File: src/design/pep_pkg.sv
`timescale 1ns / 1ps
// ----------------------------------------------------------------------------
// pep_pkg
// Shared types and constants of the printer escape parser and layout block.
// ----------------------------------------------------------------------------
package pep_pkg;

  // Control codes of the printer byte stream
  localparam logic [7:0] CODE_EOL         = 8'd155;
  localparam logic [7:0] CODE_ESC         = 8'd27;
  localparam logic [7:0] CODE_UL_ON       = 8'd15;
  localparam logic [7:0] CODE_UL_OFF      = 8'd14;
  localparam logic [7:0] CODE_INTL_ON     = 8'd23;
  localparam logic [7:0] CODE_INTL_OFF    = 8'd24;
  localparam logic [7:0] CODE_ESC_UL_ON   = 8'd25;
  localparam logic [7:0] CODE_ESC_UL_OFF  = 8'd26;

  // Result kinds
  localparam logic KIND_GLYPH = 1'b0;
  localparam logic KIND_EOL   = 1'b1;

  // Configuration register indexes
  localparam int unsigned CFG_IDX_W = 3;
  localparam logic [CFG_IDX_W-1:0] REG_MARGIN_LEFT   = 3'd0;
  localparam logic [CFG_IDX_W-1:0] REG_MARGIN_RIGHT  = 3'd1;
  localparam logic [CFG_IDX_W-1:0] REG_MARGIN_TOP    = 3'd2;
  localparam logic [CFG_IDX_W-1:0] REG_MARGIN_BOTTOM = 3'd3;
  localparam logic [CFG_IDX_W-1:0] REG_CHAR_WIDTH    = 3'd4;
  localparam logic [CFG_IDX_W-1:0] REG_CHAR_HEIGHT   = 3'd5;
  localparam logic [CFG_IDX_W-1:0] REG_LINE_PITCH    = 3'd6;

  localparam int unsigned CFG_DATA_W = 16;

  // Reset values of the configuration registers
  localparam logic [15:0] MARGIN_LEFT_RST   = 16'd0;
  localparam logic [15:0] MARGIN_RIGHT_RST  = 16'd960;
  localparam logic [15:0] MARGIN_TOP_RST    = 16'd0;
  localparam logic [15:0] MARGIN_BOTTOM_RST = 16'd1320;
  localparam logic [9:0]  CHAR_WIDTH_RST    = 10'd10;
  localparam logic [9:0]  CHAR_HEIGHT_RST   = 10'd17;
  localparam logic [9:0]  LINE_PITCH_RST    = 10'd19;

  localparam int unsigned TDATA_IN_W  = 8;
  localparam int unsigned TDATA_OUT_W = 48;

  typedef struct packed {
    logic [15:0] margin_left;
    logic [15:0] margin_right;
    logic [15:0] margin_top;
    logic [15:0] margin_bottom;
    logic [9:0]  char_width;
    logic [9:0]  char_height;
    logic [9:0]  line_pitch;
  } cfg_t;

  typedef struct packed {
    logic        kind;
    logic        new_page;
    logic [7:0]  glyph_code;
    logic [15:0] draw_x;
    logic [16:0] draw_y;
    logic        underline_on;
    logic        intl_on;
  } res_t;

endpackage

File: src/design/printer_escape_parser_layout.sv
`timescale 1ns / 1ps
// ----------------------------------------------------------------------------
// printer_escape_parser_layout
// Printer byte stream parser with escape handling and pen layout.
// ----------------------------------------------------------------------------
// Usage:
//   Slave stream: one printer byte per transaction in s_axis_tdata, with
//   s_axis_tlast marking the last byte of a host buffer.
//   Master stream: zero or one result per byte; m_axis_tuser carries the kind
//   (glyph or end of line), m_axis_tdata the page flag, glyph code, draw
//   position and mode flags.
//   Config port: write cfg_data_i to register cfg_idx_i while cfg_we_i is high;
//   write only while the block is idle. Unmapped indexes are ignored.
// Timing:
//   A byte is held in the input register and is parsed and laid out
//   combinationally from it; its result is loaded into the result register,
//   which drives the master side. One byte per cycle is sustained while the
//   receiver does not hold off; the pen state loop closes within one parse step.
// Reset:
//   All mode flags clear, pen goes to the reset left and top margins, and the
//   configuration registers take their reset values.
// Stall:
//   When the receiver holds off, the result register holds its transaction,
//   the input register fills, and s_axis_tready drops until space frees.
// ----------------------------------------------------------------------------
module printer_escape_parser_layout (
  input  logic                                clk_i,
  input  logic                                rst_ni,
  // Slave stream
  input  logic                                s_axis_tvalid,
  output logic                                s_axis_tready,
  input  logic [pep_pkg::TDATA_IN_W-1:0]      s_axis_tdata,   // [7:0] data_byte
  input  logic                                s_axis_tlast,   // last_in_buffer
  // Master stream
  output logic                                m_axis_tvalid,
  input  logic                                m_axis_tready,
  // [0] new_page, [8:1] glyph_code, [24:9] draw_x, [41:25] draw_y,
  // [42] underline_on, [43] intl_on, [47:44] zero
  output logic [pep_pkg::TDATA_OUT_W-1:0]     m_axis_tdata,
  output logic                                m_axis_tuser,   // [0] kind
  // Configuration
  input  logic                                cfg_we_i,
  input  logic [pep_pkg::CFG_IDX_W-1:0]       cfg_idx_i,
  input  logic [pep_pkg::CFG_DATA_W-1:0]      cfg_data_i
);

  pep_pkg::cfg_t  cfg;

  logic           in_valid_q, in_valid_d;
  logic [7:0]     in_byte_q;
  logic           in_last_q;

  logic           out_valid_q, out_valid_d;
  pep_pkg::res_t  out_q;

  logic           out_free;
  logic           step;
  logic           emit;
  pep_pkg::res_t  res;

  pep_cfg u_cfg (
    .clk_i      (clk_i),
    .rst_ni     (rst_ni),
    .cfg_we_i   (cfg_we_i),
    .cfg_idx_i  (cfg_idx_i),
    .cfg_data_i (cfg_data_i),
    .cfg_o      (cfg)
  );

  pep_parser u_parser (
    .clk_i  (clk_i),
    .rst_ni (rst_ni),
    .step_i (step),
    .byte_i (in_byte_q),
    .last_i (in_last_q),
    .cfg_i  (cfg),
    .emit_o (emit),
    .res_o  (res)
  );

  // Advance the held byte whenever the result register can take its result
  assign out_free      = !out_valid_q || m_axis_tready;
  assign step          = in_valid_q && out_free;
  assign s_axis_tready = !in_valid_q || step;

  always_comb begin
    in_valid_d = in_valid_q;
    if (s_axis_tready) in_valid_d = s_axis_tvalid;
    out_valid_d = out_valid_q;
    if (out_free) out_valid_d = step && emit;
  end

  always_ff @(posedge clk_i or negedge rst_ni) begin
    if (!rst_ni) begin
      in_valid_q  <= 1'b0;
      out_valid_q <= 1'b0;
    end else begin
      in_valid_q  <= in_valid_d;
      out_valid_q <= out_valid_d;
    end
  end

  // Payload registers: load on transaction, hold otherwise
  always_ff @(posedge clk_i) begin
    if (s_axis_tvalid && s_axis_tready) begin
      in_byte_q <= s_axis_tdata[7:0];
      in_last_q <= s_axis_tlast;
    end
    if (step && emit && out_free) begin
      out_q <= res;
    end
  end

  assign m_axis_tvalid = out_valid_q;
  assign m_axis_tuser  = out_q.kind;
  assign m_axis_tdata  = {4'b0000, out_q.intl_on, out_q.underline_on, out_q.draw_y,
                          out_q.draw_x, out_q.glyph_code, out_q.new_page};

`ifndef NO_ASSERTIONS
  // An empty input register always takes a byte
  a_ready_when_empty: assert property (@(posedge clk_i) disable iff (!rst_ni)
    !in_valid_q |-> s_axis_tready) else $error("input stalled while empty");

  // A held byte stays put while the result register is blocked
  a_hold_on_stall: assert property (@(posedge clk_i) disable iff (!rst_ni)
    (in_valid_q && out_valid_q && !m_axis_tready) |=> (in_valid_q && $stable(in_byte_q)))
    else $error("input byte lost during stall");

  // End of line results carry no glyph, no position and no underline
  a_eol_payload: assert property (@(posedge clk_i) disable iff (!rst_ni)
    (out_valid_q && (out_q.kind == pep_pkg::KIND_EOL)) |->
      (out_q.glyph_code == 8'd0 && out_q.draw_x == 16'd0 && out_q.draw_y == 17'd0 &&
       !out_q.underline_on))
    else $error("end of line result with glyph payload");
`endif

endmodule

File: src/design/pep_cfg.sv
`timescale 1ns / 1ps
// ----------------------------------------------------------------------------
// pep_cfg
// Configuration register file: margins, glyph size and line pitch.
// ----------------------------------------------------------------------------
module pep_cfg (
  input  logic                              clk_i,
  input  logic                              rst_ni,
  input  logic                              cfg_we_i,
  input  logic [pep_pkg::CFG_IDX_W-1:0]     cfg_idx_i,
  input  logic [pep_pkg::CFG_DATA_W-1:0]    cfg_data_i,
  output pep_pkg::cfg_t                     cfg_o
);

  pep_pkg::cfg_t cfg_q, cfg_d;

  always_comb begin
    cfg_d = cfg_q;
    if (cfg_we_i) begin
      unique case (cfg_idx_i)
        pep_pkg::REG_MARGIN_LEFT:   cfg_d.margin_left   = cfg_data_i;
        pep_pkg::REG_MARGIN_RIGHT:  cfg_d.margin_right  = cfg_data_i;
        pep_pkg::REG_MARGIN_TOP:    cfg_d.margin_top    = cfg_data_i;
        pep_pkg::REG_MARGIN_BOTTOM: cfg_d.margin_bottom = cfg_data_i;
        pep_pkg::REG_CHAR_WIDTH:    cfg_d.char_width    = cfg_data_i[9:0];
        pep_pkg::REG_CHAR_HEIGHT:   cfg_d.char_height   = cfg_data_i[9:0];
        pep_pkg::REG_LINE_PITCH:    cfg_d.line_pitch    = cfg_data_i[9:0];
        default: ;  // unmapped index: drop the write
      endcase
    end
  end

  always_ff @(posedge clk_i or negedge rst_ni) begin
    if (!rst_ni) begin
      cfg_q.margin_left   <= pep_pkg::MARGIN_LEFT_RST;
      cfg_q.margin_right  <= pep_pkg::MARGIN_RIGHT_RST;
      cfg_q.margin_top    <= pep_pkg::MARGIN_TOP_RST;
      cfg_q.margin_bottom <= pep_pkg::MARGIN_BOTTOM_RST;
      cfg_q.char_width    <= pep_pkg::CHAR_WIDTH_RST;
      cfg_q.char_height   <= pep_pkg::CHAR_HEIGHT_RST;
      cfg_q.line_pitch    <= pep_pkg::LINE_PITCH_RST;
    end else begin
      cfg_q <= cfg_d;
    end
  end

  assign cfg_o = cfg_q;

endmodule

File: src/design/pep_parser.sv
`timescale 1ns / 1ps
// ----------------------------------------------------------------------------
// pep_parser
// Escape decoding, mode flags and pen layout for one byte per cycle while step_i is high.
// ----------------------------------------------------------------------------
module pep_parser (
  input  logic           clk_i,
  input  logic           rst_ni,
  input  logic           step_i,
  input  logic [7:0]     byte_i,
  input  logic           last_i,
  input  pep_pkg::cfg_t  cfg_i,
  output logic           emit_o,
  output pep_pkg::res_t  res_o
);

  logic        pend_q, pend_d;
  logic        grab_q, grab_d;
  logic        ul_q, ul_d;
  logic        intl_q, intl_d;
  logic        drop_q, drop_d;
  logic [16:0] pen_x_q, pen_x_d;
  logic [16:0] pen_y_q, pen_y_d;

  logic        is_esc_code;
  logic [17:0] x_reach;
  logic [17:0] y_reach;
  logic        wrap;
  logic        eject;
  logic [16:0] adv_x;
  logic [16:0] adv_y;
  logic [16:0] glyph_x;
  logic [16:0] glyph_y;
  logic        do_glyph;
  logic        do_eol;

  assign is_esc_code = (byte_i == pep_pkg::CODE_INTL_ON)  || (byte_i == pep_pkg::CODE_INTL_OFF) ||
                       (byte_i == pep_pkg::CODE_ESC_UL_ON) || (byte_i == pep_pkg::CODE_ESC_UL_OFF);

  // Pen arithmetic: right margin check, bottom check, line advance
  assign x_reach = {1'b0, pen_x_q} + 18'(cfg_i.char_width);
  assign y_reach = {1'b0, pen_y_q} + 18'(cfg_i.char_height);
  assign wrap    = x_reach > 18'(cfg_i.margin_right);
  assign eject   = y_reach > 18'(cfg_i.margin_bottom);
  assign adv_x   = 17'(cfg_i.margin_left);
  assign adv_y   = eject ? 17'(cfg_i.margin_top) : pen_y_q + 17'(cfg_i.line_pitch);
  assign glyph_x = wrap ? adv_x : pen_x_q;
  assign glyph_y = wrap ? adv_y : pen_y_q;

  always_comb begin
    pend_d   = pend_q;
    grab_d   = grab_q;
    ul_d     = ul_q;
    intl_d   = intl_q;
    drop_d   = drop_q;
    do_glyph = 1'b0;
    do_eol   = 1'b0;

    if (drop_q) begin
      if (last_i) drop_d = 1'b0;
    end else if (grab_q) begin
      grab_d = 1'b0;
      if (is_esc_code) pend_d = 1'b0;
      else do_glyph = 1'b1;
    end else begin
      case (byte_i) inside
        pep_pkg::CODE_UL_ON:  ul_d = 1'b1;
        pep_pkg::CODE_UL_OFF: ul_d = 1'b0;
        pep_pkg::CODE_INTL_ON, pep_pkg::CODE_INTL_OFF,
        pep_pkg::CODE_ESC_UL_ON, pep_pkg::CODE_ESC_UL_OFF: begin
          if (pend_q) pend_d = 1'b0;
          else do_glyph = 1'b1;
        end
        pep_pkg::CODE_EOL: begin
          pend_d = 1'b0;
          grab_d = 1'b0;
          ul_d   = 1'b0;
          drop_d = !last_i;
          do_eol = 1'b1;
        end
        pep_pkg::CODE_ESC: begin
          if (pend_q) begin
            pend_d   = 1'b0;
            do_glyph = 1'b1;
          end else begin
            pend_d = 1'b1;
            grab_d = !last_i;
          end
        end
        default: do_glyph = 1'b1;
      endcase
    end

    // Mode change of an escaped code, taken when the code is consumed as such
    if (!drop_q && is_esc_code && (grab_q || pend_q)) begin
      case (byte_i)
        pep_pkg::CODE_INTL_ON:    intl_d = 1'b1;
        pep_pkg::CODE_INTL_OFF:   intl_d = 1'b0;
        pep_pkg::CODE_ESC_UL_ON:  ul_d   = 1'b1;
        pep_pkg::CODE_ESC_UL_OFF: ul_d   = 1'b0;
        default: ;
      endcase
    end

    pen_x_d = pen_x_q;
    pen_y_d = pen_y_q;
    if (do_eol) begin
      pen_x_d = adv_x;
      pen_y_d = adv_y;
    end else if (do_glyph) begin
      pen_x_d = glyph_x + 17'(cfg_i.char_width);
      pen_y_d = glyph_y;
    end
  end

  always_comb begin
    res_o.kind         = do_eol ? pep_pkg::KIND_EOL : pep_pkg::KIND_GLYPH;
    res_o.new_page     = do_eol ? eject : (wrap && eject);
    res_o.glyph_code   = do_eol ? 8'd0 : byte_i;
    res_o.draw_x       = do_eol ? 16'd0 : glyph_x[15:0];
    res_o.draw_y       = do_eol ? 17'd0 : glyph_y + 17'(cfg_i.char_height);
    res_o.underline_on = do_eol ? 1'b0 : ul_q;
    res_o.intl_on      = intl_q;
  end

  assign emit_o = do_glyph || do_eol;

  always_ff @(posedge clk_i or negedge rst_ni) begin
    if (!rst_ni) begin
      pend_q  <= 1'b0;
      grab_q  <= 1'b0;
      ul_q    <= 1'b0;
      intl_q  <= 1'b0;
      drop_q  <= 1'b0;
      pen_x_q <= 17'(pep_pkg::MARGIN_LEFT_RST);
      pen_y_q <= 17'(pep_pkg::MARGIN_TOP_RST);
    end else if (step_i) begin
      pend_q  <= pend_d;
      grab_q  <= grab_d;
      ul_q    <= ul_d;
      intl_q  <= intl_d;
      drop_q  <= drop_d;
      pen_x_q <= pen_x_d;
      pen_y_q <= pen_y_d;
    end
  end

`ifndef NO_ASSERTIONS
  // A grabbed byte always follows an unresolved ESC
  a_grab_implies_pend: assert property (@(posedge clk_i) disable iff (!rst_ni)
    grab_q |-> pend_q) else $error("grab set without pending ESC");

  // Skipping the buffer tail and grabbing after ESC never overlap
  a_drop_grab_excl: assert property (@(posedge clk_i) disable iff (!rst_ni)
    !(drop_q && grab_q)) else $error("drop and grab both set");

  // An end of line always leaves underline off
  a_eol_clears_ul: assert property (@(posedge clk_i) disable iff (!rst_ni)
    (step_i && do_eol) |=> !ul_q) else $error("underline survived end of line");
`endif

endmodule

File: config.mk
export PLATFORM = sky130hd
export DESIGN_NAME = printer_escape_parser_layout
export DESIGN_NICKNAME = d
export VERILOG_FILES = /design/src/design/pep_pkg.sv /design/src/design/printer_escape_parser_layout.sv /design/src/design/pep_cfg.sv /design/src/design/pep_parser.sv
export SDC_FILE = /design/constraint.sdc
export NUM_CORES = 1
export LEC_CHECK = 0
export BUFFER_PORTS_ARGS = -buffer_cell sky130_fd_sc_hd__buf_4
export CORE_MARGIN = 2
export CORE_UTILIZATION = 51
export CTS_BUF_LIST = sky130_fd_sc_hd__clkbuf_4 sky130_fd_sc_hd__clkbuf_8 sky130_fd_sc_hd__clkbuf_16
export DETAILED_ROUTE_END_ITERATION = 7
export GPL_TIMING_DRIVEN = 0
export PLACE_DENSITY = 0.71
export SETUP_SLACK_MARGIN = 0.15
export SLEW_MARGIN = 20
export SYNTH_ARGS = -nofsm -noshare
export SYNTH_HDL_FRONTEND = slang
export SYNTH_SLANG_ARGS = --single-unit
File: constraint.sdc
create_clock -name clk_i -period 7.2 [get_ports clk_i]
set_input_delay 1.08 -clock clk_i [delete_from_list [all_inputs] [get_ports clk_i]]
set_output_delay 1.08 -clock clk_i [all_outputs]
set_load 0.01 [all_outputs]
==> reports/metrics.json <==
{
  "sta": {
    "skew_ns": 0.01199,
    "layout_min_cycle_time_ns": 6.784,
    "report.final.hold_viol_count": 0,
    "max_clock_freq_ghz": 0.1474,
    "rsz_0062_raised_after_global_routing": "true",
    "max_slew.worst_pin.slew_ns": 1.099,
    "setup-violations-final": 0,
    "drv_slew": 0,
    "slew-limit-headroom": 0.2594,
    "worst_hold_slack_ns": 0.4575,
    "finalCritPeriodShare": 0.9422
  },
  "critical_path": {
    "critPathLaunchType": "register",
    "setup.worst_path.end_class": "register",
    "delay_contributed_by_the_slowest_stage_of_the_critical_path_ns": 0.55,
    "path_class": "reg2reg",
    "worst_path_max_delay_cell": "sky130_fd_sc_hd__dfstp_2",
    "critical_path_required_ns": 7.50,
    "worstPathMaxFanout": 10,
    "cp_data_arrival_time_ns": 7.09
  },
  "floorplanning": {
    "rows": 54,
    "initial_utilization": 0.5216,
    "core_footprint_um2": 21960,
    "die_w_um": 153.9,
    "die_height_um": 153.9,
    "ios": 84,
    "design.die.area_um2": 23670
  },
  "routing": {
    "dr.pass1.iters": 6,
    "post-route-drc-count": 0,
    "dr.first_iter.drc_count": 757,
    "final_antenna_net_count": 0,
    "drt-wirelength-per-cell_um": 18.48,
    "num_vias": 9075,
    "vias_per_cell": 5.866,
    "detail_route.wirelength_um": 28590
  },
  "yosys": {
    "synth_top_cell_area_share": 0.2622,
    "synthesis.area_per_instance_um2": 10.09,
    "synth_top_cells_by_area": "sky130_fd_sc_hd__dfrtp_1, sky130_fd_sc_hd__edfxtp_1, sky130_fd_sc_hd__ha_1",
    "synth_sequential_area_ratio": 0.4382,
    "ys_dominant_reg_cell": "sky130_fd_sc_hd__dfrtp_1",
    "number_of_synthesized_flops_with_an_enable_pin": 54,
    "synth_top_cell_by_area": "sky130_fd_sc_hd__dfrtp_1",
    "syn-cell-area_um2": 11450,
    "yosysWarningCount": 0,
    "postSynth.asyncResetShare": 0.7143,
    "postSynthRegisterBits": 189,
    "post_synth_inst_count": 1135,
    "yosysUniqueCellTypes": 76,
    "synth_common_cells": "sky130_fd_sc_hd__dfrtp_1, sky130_fd_sc_hd__nor2_1, sky130_fd_sc_hd__o21ai_0, sky130_fd_sc_hd__a21oi_1, sky130_fd_sc_hd__mux2_2",
    "synth.most_common_cell": "sky130_fd_sc_hd__dfrtp_1"
  },
  "min_path": {
    "class_of_the_most_critical_hold_timing_path": "reg2reg"
  },
  "placement": {
    "finalWeightedCongestion": 0.8817,
    "hpwl_um": 20690,
    "port-buffer-count": 77
  },
  "layout": {
    "post_route_cells_drive_above_1_share": 0.2399,
    "finish.net_count": 1374,
    "postLayoutCoreUtil": 0.6104,
    "area_growth_syn_to_layout_pct": 17.02,
    "antennaDiodeCount": 0
  },
  "grt": {
    "first_pass_grt_wire_length_um": 45780,
    "first_global_vias": 8718,
    "total_grt_usage": 0.2463,
    "grt_start_max_net_pins": 99,
    "antenna_found_initial": 0,
    "overflow": 0
  },
  "clock_tree": {
    "tritoncts.num_buffers": 17,
    "cts.clk_slew.worst_paths_ns": 0.08,
    "ctsRootBufferMaster": "sky130_fd_sc_hd__clkbuf_16",
    "cts.hold.buffers_added": 0,
    "clock-sinks": 189,
    "cts_tree": "yes",
    "cts_max_path_buffers": 2,
    "cts_htree_levels": 4,
    "worst_skew_pair.late_latency_ns": 0.44
  },
  "power": {
    "p_total_w": 0.007276,
    "static-leakage-power_nw": 5.743,
    "power-per-cell-area_nw_per_um2": 542.8,
    "worst_ir_drop_vdd_v": 0.0003902
  },
  "flow_run": {
    "max_cap_viol_count": 0
  },
  "outcome": {
    "run_status": "completed"
  }
}
## state kept, by name, indices dropped and copies added (netlist names), 8 cells and up
signal	count
in_byte_q	8
u_cfg.cfg_o	94
m_axis_tdata	44
u_parser.pen_x_q	17
u_parser.pen_y_q	17
## cell type report
type                       instances  area [um^2]
timing repair buffer              97        768.2
fill                            1796         8556
clock inverter                    15        181.4
clock buffer                      17        425.4
sequential                       189         5019
tap                              280        350.3
inverter                          53        198.9
multi-input combinational        846         6197
buffer                            50        262.8
## layer usage
| metal | vias up | GRT usage | wire length, um |
|---|---|---|---|
| li1 | 4346 | - | - |
| met1 | 4371 | 0.3436 | 13030 |
| met2 | 306 | 0.3960 | 13130 |
| met3 | 52 | 0.03439 | 1658 |
| met4 | 0 | 0.08856 | 775 |
| met5 | - | 0 | 0 |
## cell families (layout without fill, tap and decap cells)
group | Yosys count | count (layout) | synth area share
buffers and inverters | 103 | 232 | 0.03692
adder cells (fa/ha/maj) | 87 | 87 | 0.09832
AO/OA/AOI/OAI | 299 | 299 | 0.1629
flip-flops | 189 | 189 | 0.4382
other | 1 | 4 | 0.0003274
XOR/XNOR | 51 | 51 | 0.03900
multiplexers | 99 | 99 | 0.09646
AND/OR/NAND/NOR | 306 | 306 | 0.1279
## power breakdown
part           leakage, nW  total [W]  internal (W)  switching, W
logic                 3.33    0.00450       0.00198       0.00252
registers             2.13    0.00178       0.00154      0.000236
clock network        0.284   0.000994      0.000525      0.000468
total                 5.74    0.00728       0.00405       0.00322
## critical path: cells and delay by family, from the launching register on
kind,cells,cell delay [ns]
flip-flops,1,0.55
buffers and inverters,5,0.73
AO/OA/AOI/OAI,15,2.88
AND/OR/NAND/NOR,8,1.22
adder cells (fa/ha/maj),4,1.10
XOR/XNOR,1,0.16
## cell usage in the layout, fill, tap and decap left out, types with 5 or more instances in the layout
cell,count
sky130_fd_sc_hd__dfrtp_1,120
sky130_fd_sc_hd__xnor2_1,32
sky130_fd_sc_hd__buf_6,5
sky130_fd_sc_hd__clkbuf_16,17
sky130_fd_sc_hd__and2_1,18
sky130_fd_sc_hd__nor3_1,17
sky130_fd_sc_hd__nor2b_1,14
sky130_fd_sc_hd__o211ai_1,11
sky130_fd_sc_hd__a21oi_2,8
sky130_fd_sc_hd__a21oi_1,86
sky130_fd_sc_hd__edfxtp_1,54
sky130_fd_sc_hd__ha_1,75
sky130_fd_sc_hd__nand4_1,9
sky130_fd_sc_hd__xor2_1,19
sky130_fd_sc_hd__o21a_1,6
sky130_fd_sc_hd__mux2_2,91
sky130_fd_sc_hd__a21o_1,24
sky130_fd_sc_hd__o21ai_1,8
sky130_fd_sc_hd__buf_4,98
sky130_fd_sc_hd__o21bai_1,6
sky130_fd_sc_hd__buf_2,5
sky130_fd_sc_hd__dfstp_2,15
sky130_fd_sc_hd__and3_1,11
sky130_fd_sc_hd__nand2_1,84
sky130_fd_sc_hd__clkbuf_1,29
sky130_fd_sc_hd__o21ai_0,86
sky130_fd_sc_hd__mux2i_1,8
sky130_fd_sc_hd__nand2b_1,8
sky130_fd_sc_hd__nor2_1,95
sky130_fd_sc_hd__a211oi_1,7
sky130_fd_sc_hd__inv_1,51
sky130_fd_sc_hd__nand3_1,13
## repair_timing
item                       4_1_cts  5_1_grt
resized for setup               36       25
pin swaps                       11       18
setup endpoints to repair       21       14
setup buffers                    8       10
## worst paths after layout
kind | slack, ns | startpoint | cells after the start | to
setup reg to reg | 0.42 | u_cfg.cfg_o[21] | 33 | m_axis_tdata[41]
max in group asynchronous | 5.90 | rst_ni | 2 | u_parser.pen_x_q[15]
hold reg to reg | 0.46 | u_parser.intl_q | 0 | m_axis_tdata[43]
min in group asynchronous | 0.51 | rst_ni | 1 | u_cfg.cfg_o[34]
hold / removal | 0.46 | u_parser.intl_q | 0 | m_axis_tdata[43]
setup / recovery | 0.42 | u_cfg.cfg_o[21] | 33 | m_axis_tdata[41]
## stage by stage
stage / instance area, um^2 / worst slack, ns / TNS [ns] / instances
after floorplan: 11460 / 0.4173 / 0 / 1138
after global placement: 12390 / -1.188 / -10.93 / 1495
after detailed placement: 12460 / -1.239 / -11.25 / 1497
after CTS: 13250 / 0.1649 / 0 / 1537
after global routing: 13400 / 0.08814 / 0 / 1547
final: 13400 / 0.4161 / 0 / 1547
(Power assumes the default switching activity.)
